**config.mk**
```make
export PLATFORM = sky130hd
export DESIGN_NAME = msde_front
export DESIGN_NICKNAME = d
export VERILOG_FILES = /design/src/hw/rtl/msde_pkg.sv /design/src/hw/rtl/msde_front.sv
export SDC_FILE = /design/constraint.sdc
export NUM_CORES = 1
export LEC_CHECK = 0
export ABC_AREA = 1
export BUFFER_PORTS_ARGS = -buffer_cell sky130_fd_sc_hd__buf_4
export CAP_MARGIN = 0
export CORE_MARGIN = 4
export CORE_UTILIZATION = 53
export DETAILED_ROUTE_END_ITERATION = 12
export GPL_TIMING_DRIVEN = 0
export PLACE_DENSITY = 0.77
export SLEW_MARGIN = 0
export SYNTH_ARGS = -nofsm -noshare
export SYNTH_HDL_FRONTEND = slang
export SYNTH_SLANG_ARGS = --single-unit
```
**constraint.sdc**
```tcl
create_clock -name clk_i -period 7.2 [get_ports clk_i]
set_input_delay 1.44 -clock clk_i [delete_from_list [all_inputs] [get_ports clk_i]]
set_output_delay 1.44 -clock clk_i [all_outputs]
set_load 0.02 [all_outputs]
```
**src/hw/rtl/msde_pkg.sv**
```systemverilog
// Package: shared types, codes and decode function for the subset executor.
package msde_pkg;

  localparam int unsigned MemWords = 256;
  localparam int unsigned MemAw = 8;
  localparam int unsigned QDepth = 2;

  typedef enum logic [1:0] {
    OP_EXEC  = 2'd0,
    OP_WMEM  = 2'd1,
    OP_RMEM  = 2'd2,
    OP_RREG  = 2'd3
  } op_e;

  typedef enum logic [4:0] {
    K_J = 5'd0, K_JR = 5'd1, K_BEQ = 5'd2, K_BLTZ = 5'd3, K_ADD = 5'd4,
    K_ADDI = 5'd5, K_SUB = 5'd6, K_SW = 5'd7, K_LW = 5'd8, K_SLL = 5'd9,
    K_SRL = 5'd10, K_MUL = 5'd11, K_AND = 5'd12, K_OR = 5'd13, K_MOVZ = 5'd14,
    K_NOP = 5'd15, K_BREAK = 5'd16, K_INVALID = 5'd17
  } kind_e;

  typedef enum logic [1:0] {
    ST_OK = 2'd0, ST_UNALIGNED = 2'd1, ST_RANGE = 2'd2
  } status_e;

  typedef struct packed {
    logic [1:0]         op;
    logic [31:0]        instruction_word;
    logic [31:0]        current_pc;
    logic [7:0]         word_index;
    logic [4:0]         register_index;
    logic signed [31:0] write_value;
  } in_item_t;

  typedef struct packed {
    logic [31:0]        next_pc;
    logic [1:0]         status;
    logic [4:0]         instr_kind;
    logic signed [31:0] read_value;
  } out_item_t;

  typedef struct packed {
    in_item_t item;
    kind_e    kind;
  } dec_item_t;

  function automatic kind_e classify(input logic [31:0] w);
    kind_e k;
    k = K_INVALID;
    if (!w[31]) begin
      k = K_INVALID;
    end else if (w[30:0] == 31'd0) begin
      k = K_NOP;
    end else begin
      case (w[30:26])
        5'h00: begin
          case (w[5:0])
            6'd0:  k = K_SLL;
            6'd2:  k = K_SRL;
            6'd8:  k = K_JR;
            6'd10: k = K_MOVZ;
            6'd13: k = K_BREAK;
            6'd32: k = K_ADD;
            6'd34: k = K_SUB;
            6'd36: k = K_AND;
            6'd37: k = K_OR;
            default: k = K_INVALID;
          endcase
        end
        5'h01: k = (w[20:16] == 5'd0) ? K_BLTZ : K_INVALID;
        5'h02: k = K_J;
        5'h03: k = K_LW;
        5'h04: k = K_BEQ;
        5'h08: k = K_ADDI;
        5'h0b: k = K_SW;
        5'h1c: k = (w[5:0] == 6'd2) ? K_MUL : K_INVALID;
        default: k = K_INVALID;
      endcase
    end
    return k;
  endfunction

endpackage

```
**src/hw/rtl/msde_front.sv**
```systemverilog
// Front end: accepts items, classifies instructions, feeds a short queue.
module msde_front (
  input  logic               clk_i,
  input  logic               rst_ni,
  input  logic               in_valid,
  output logic               in_ready,
  input  msde_pkg::in_item_t in_item_i,
  output logic               q_valid_o,
  input  logic               q_ready_i,
  output msde_pkg::dec_item_t q_item_o
);
  import msde_pkg::*;

  dec_item_t buf_q [QDepth];
  logic      wptr_q, rptr_q;
  logic [1:0] cnt_q;
  logic      push, pop;

  assign in_ready  = (cnt_q != 2'(QDepth));
  assign push      = in_valid && in_ready;
  assign q_valid_o = (cnt_q != 2'd0);
  assign pop       = q_valid_o && q_ready_i;
  assign q_item_o  = buf_q[rptr_q];

  always_ff @(posedge clk_i or negedge rst_ni) begin
    if (!rst_ni) begin
      wptr_q <= 1'b0;
      rptr_q <= 1'b0;
      cnt_q  <= 2'd0;
    end else begin
      if (push) wptr_q <= ~wptr_q;
      if (pop)  rptr_q <= ~rptr_q;
      cnt_q <= cnt_q + 2'(push) - 2'(pop);
    end
  end

  always_ff @(posedge clk_i) begin
    if (push) begin
      buf_q[wptr_q].item <= in_item_i;
      buf_q[wptr_q].kind <= classify(in_item_i.instruction_word);
    end
  end

  cnt_range_a: assert property (@(posedge clk_i) disable iff (!rst_ni)
    cnt_q <= 2'(QDepth)) else $error("queue count overflow");
  no_push_full_a: assert property (@(posedge clk_i) disable iff (!rst_ni)
    (cnt_q == 2'(QDepth)) |-> !push) else $error("push into full queue");
  ptr_cnt_a: assert property (@(posedge clk_i) disable iff (!rst_ni)
    (cnt_q == 2'd1) |-> (wptr_q != rptr_q)) else $error("pointer mismatch");
endmodule

```
# After elaboration in Yosys (flattened, before gate mapping)
# Memory sizes are Yosys's and may differ from the RTL's.
# Index checks and enable logic that the tools add are counted.
totals:
  ff_bits: 4
  mem_bits_rw: 232
  inputBits: 115
  output_inout_bits: 118
  wordCells: 40
  memories: 1
memory_table:
  columns: ["memory", "depth", "width", "read_ports", "rd_clocked_by_memory_dff", "write_ports", "line", "source"]
  rows:
  - ["buf_q", 2, 116, 1, 0, 1, "msde_front.sv:14", "dec_item_t buf_q [QDepth];"]
op_classes:
  n_addsub: 2
  n_eq_ne: 16
  muxes: 9
  bitwise_logic: 2
  reduce_logical: 7
ops:
  columns: ["cell", "count"]
  rows:
  - ["$pmux 5 s9", 1]
  - ["$pmux 5 s8", 1]
  - ["$logic_not 31->1", 1]
  - ["$mux 5", 5]
  - ["$eq 6x6->1 const B", 4]
  - ["$eq 6x4->1 const B", 3]
  - ["$eq 5x2->1 const B", 2]
  - ["$eq 5x4->1 const B", 2]
  - ["$logic_not 5->1", 2]
  - ["$eq 6x2->1 const B", 1]
  - ["$logic_not 6->1", 1]
  - ["$eq 5x1->1 const B", 1]
  - ["$eq 5x3->1 const B", 1]
  - ["$eq 5x5->1 const B", 1]
  - ["$add 2x1->2", 1]
  - ["$logic_and 1x1->1", 2]
  - ["$mux 1", 2]
  - ["$ne 2x2->1 const B", 1]
  - ["$not 1->1", 2]
  - ["$reduce_bool 2->1", 1]
  - ["$sub 2x1->2", 1]

# Depth between registers and ports, before layout
logic_depth:
  ltp_word: 6
  mapped_depth: 9
  depth_no_buf: 9

# Least setup slack after synthesis
# Ideal clock, no wire load.
synth_path:
  kind: "input to register"
  from: "in in_valid"
  to: "mem buf_q[1][0] (netlist bit) (enable)"
  setup_ns: 0.594
  arrival_time_ns: 6.386
  required_time_ns: 6.606
  slack_ns: 0.220
  cell_stages: 2
  path_buffers: 0
  cell_sequence: "nand2_1 -> nor2_1"
synth_via:
  elab_chain_cells: 3
synth_lines:
  columns: ["item", "line", "source"]
  rows:
  - ["start, declared", "msde_front.sv:5", "input logic in_valid,"]
  - ["$logic_and 1x1->1", "msde_front.sv:20", "assign push = in_valid && in_ready;"]
  - ["$mux 1", "msde_front.sv:38", "if (push) begin"]
  - ["$mux 1 (not written as such)", "msde_front.sv:40", "buf_q[wptr_q].kind <= classify(in_item_i.instruction_word);"]
  - ["end, declared", "msde_front.sv:14", null]
# Every way passes these cells.

==> impl_summary.log <==
[metrics] placed instance area: 11300 um2
[metrics] type of origin of the critical path: flop
[metrics] fraction of synthesized cell area taken by the top area cell type: 76.0%
[metrics] Tightest Hold Check Type: flop to flop
[metrics] fraction of the yosys area taken by sequential cells: 77.1%
[metrics] measured slew at the worst slew-check pin: 798 ps
[metrics] die area: 19500 um2
[metrics] Max clock buf depth: 3
[metrics] Resized Gates After CTS: 0
[metrics] core occupancy in the finished layout: 72.1%
[metrics] count of flip-flops with a built-in enable after synthesis: 232
[metrics] area added between synthesis and finish: 31.8%
[metrics] clock-pin slew of the registers on the worst-case setup and hold paths: 50 ps
[metrics] Setup TNS Final: 0 ps
[metrics] async set or reset register ratio after synthesis: 1.69%
[metrics] CTS Buf Count: 24
[metrics] top cells by area, synth: sky130_fd_sc_hd__edfxtp_1, sky130_fd_sc_hd__nand2_1, sky130_fd_sc_hd__nor2_1
[metrics] Placeable Area: 16800 um2
[metrics] status: finished, final reports clean
[metrics] cell breakdown of the critical path: buf_2, inv_2, buf_4, buf_4, nand2_1, nand2_1, buf_4
[metrics] leading area contributor after synthesis: sky130_fd_sc_hd__edfxtp_1
[metrics] minimum clock period after layout: 3490 ps
[metrics] final slew viol count: 0
[metrics] most instantiated flip-flop cell in the synthesis netlist: sky130_fd_sc_hd__edfxtp_1
[metrics] count of state elements after synthesis: 236
[metrics] max frequency: 0.286 GHz
[metrics] length of the first detailed-routing pass in iterations: 7
[metrics] post-route antenna net violation count: 0
[metrics] Setup Skew: 9.02 ps
[metrics] number of max-capacitance violations reported: 0
[metrics] antenna diode instance count: 0
[metrics] Row Count: 47
[metrics] cell area after layout: 12100 um2
[metrics] remaining global-route overflow: 0
[metrics] global-route wire length before repair: 31.2 mm
[metrics] worst IR drop on VDD: 0.000258 V
[metrics] layout cells sized above 1: 29.2%
[metrics] total of warnings raised by yosys: 0
[metrics] Port Buffers: 232
[metrics] largest incremental delay on the critical path: 350 ps
[metrics] dominant cell by count in the synthesized netlist: sky130_fd_sc_hd__nand2_1
[metrics] half-perimeter wire length after detailed placement: 14.2 mm
[metrics] Max H-tree Level: 1
[metrics] starting density of the core: 54.7%
[metrics] total routing resource utilization after global routing: 20.0%
[metrics] clock tree from TritonCTS: built
[metrics] setup violators final: 0
[metrics] Synth Area per Inst: 12.0 um2
[metrics] DRC Markers: 0
[metrics] synthesized net count: 879
[metrics] library cell used as clock root buffer: sky130_fd_sc_hd__clkbuf_16
[metrics] WL final: 19.9 mm
[metrics] cell mode on critical path: sky130_fd_sc_hd__buf_4
[metrics] number of cells produced by synthesis: 762
[metrics] Avg Vias per Cell: 4.95
[metrics] number of hold buffers added after cts: 0
[metrics] count of clock tree sinks: 236
[metrics] initial antenna violation count: 0
[metrics] part of the cycle the worst path needs: 48.5%
[metrics] die span in x: 139 um
[metrics] Power Dens Cells: 424 nW/um2
[metrics] gate family responsible for the most delay along the worst path: buffers and inverters
[metrics] Final Hold Viols: 0
[metrics] RSZ-0062 raised after global routing: false
[metrics] post-CTS setup buffers: 0
[metrics] count of buffer and inverter cells on the critical path: 5
[metrics] ranking of synthesized cells by instance count: sky130_fd_sc_hd__nand2_1, sky130_fd_sc_hd__edfxtp_1, sky130_fd_sc_hd__nor2_1
[metrics] Leak: 0.00525 uW
[metrics] number of vias after detailed routing: 6263
[metrics] Unique masters post-synth: 22
[metrics] floorplan die height: 139 um
[metrics] number of design-rule violations left by the first detailed-router iteration: 353
[metrics] endpoint arrival time on the critical path: 2050 ps
[metrics] Final #Nets: 1144
[metrics] critical-path maximum fanout: 10
[metrics] capturing element type of the critical path: output pin
[metrics] startpoint-to-endpoint class of the critical path: flop to output pin
[metrics] last weighted congestion value of the routability-driven placer: 0.852
[metrics] largest net degree at the start of global routing: 34
[metrics] number of global-route vias before repair: 6043
[metrics] Crit-path slowest cell: sky130_fd_sc_hd__dfrtp_1
[metrics] Max-Slew Margin vs Limit: 46.7%
[metrics] routed length per placed instance: 15.8 um
[metrics] CP required: 5760 ps
[metrics] number of top-level pins: 233
[metrics] Post-Synthesis Cell Area: 9160 um2
[metrics] worst-skew pair later-pin latency: 500 ps
[metrics] Total Power: 5120 uW
final timing paths:
path                            startpoint           end  slack, ps  cells after the start
worst max-delay path                rptr_q  q_item_o[95]       3710                      7
worst min-delay path              cnt_q[0]      cnt_q[0]        530                      1
worst max register to register    cnt_q[0]  buf_q[1][11]       5240                      5
worst min register to register    cnt_q[0]      cnt_q[0]        530                      1
max in group asynchronous           rst_ni        rptr_q       6360                      1
min in group asynchronous           rst_ni      cnt_q[1]        730                      1
power by group:
part | switching [uW] | internal, uW
clock network | 483 | 668
registers | 64.9 | 1870
logic | 1300 | 731
sequential cells by signal, indices dropped and copies added (netlist names):
signal	cells
buf_q	232
cnt_q	2
rptr_q	1
wptr_q	1
cells in the final DEF, fill, tap and decap left out, types with 5 or more instances in the layout:
| cell | synthesis | layout |
|---|---|---|
| sky130_fd_sc_hd__clkbuf_16 | 0 | 25 |
| sky130_fd_sc_hd__clkinv_1 | 1 | 7 |
| sky130_fd_sc_hd__buf_4 | 4 | 236 |
| sky130_fd_sc_hd__nor2_1 | 38 | 36 |
| sky130_fd_sc_hd__buf_12 | 0 | 6 |
| sky130_fd_sc_hd__inv_2 | 6 | 6 |
| sky130_fd_sc_hd__edfxtp_1 | 232 | 232 |
| sky130_fd_sc_hd__buf_2 | 13 | 13 |
| sky130_fd_sc_hd__clkinv_2 | 0 | 5 |
| sky130_fd_sc_hd__nor2_2 | 7 | 7 |
| sky130_fd_sc_hd__nand3_1 | 19 | 19 |
| sky130_fd_sc_hd__clkbuf_1 | 7 | 11 |
| sky130_fd_sc_hd__nand2_1 | 396 | 396 |
| sky130_fd_sc_hd__inv_1 | 20 | 20 |
per-layer routing:
metal  GRT usage, %  vias up  part of all wire, %  wire (um)
met5              0        -                    0          0
met4           4.69        0                  1.7        339
met3           4.70       33                  9.5       1890
met2           35.2      259                   50       9950
met1           25.3     2908                   39       7740
li1               -     3063                    -          -
per-stage QoR:
step | instances | hold WS [ps] | worst slack, ps
finish | 1264 | 529 | 3710
global route | 1264 | 555 | 3560
CTS | 1264 | 538 | 3640
detailed placement | 1221 | 526 | 4180
global placement | 1214 | 491 | -2480
floorplan | 762 | 478 | 220
cell type report:
cell class              count  area (um2)
multi-input cells         474        1880
clock inverters            14        95.1
well taps                 220         275
repair buffers            239        1890
plain buffers              25         125
fillers                  1118        4680
clock buffers              29         641
inverters                  27         101
flip-flops and latches    236        7070
logic make-up after synthesis:
logic type,count (synthesis),synth area share (%)
simple gates,464,19.5
flops,236,77.1
buf+inv,52,2.47
compound gates,5,0.287
xor+xnor,3,0.287
fa+ha+maj,2,0.273
No activity file was read; power rests on OpenSTA's default activity.
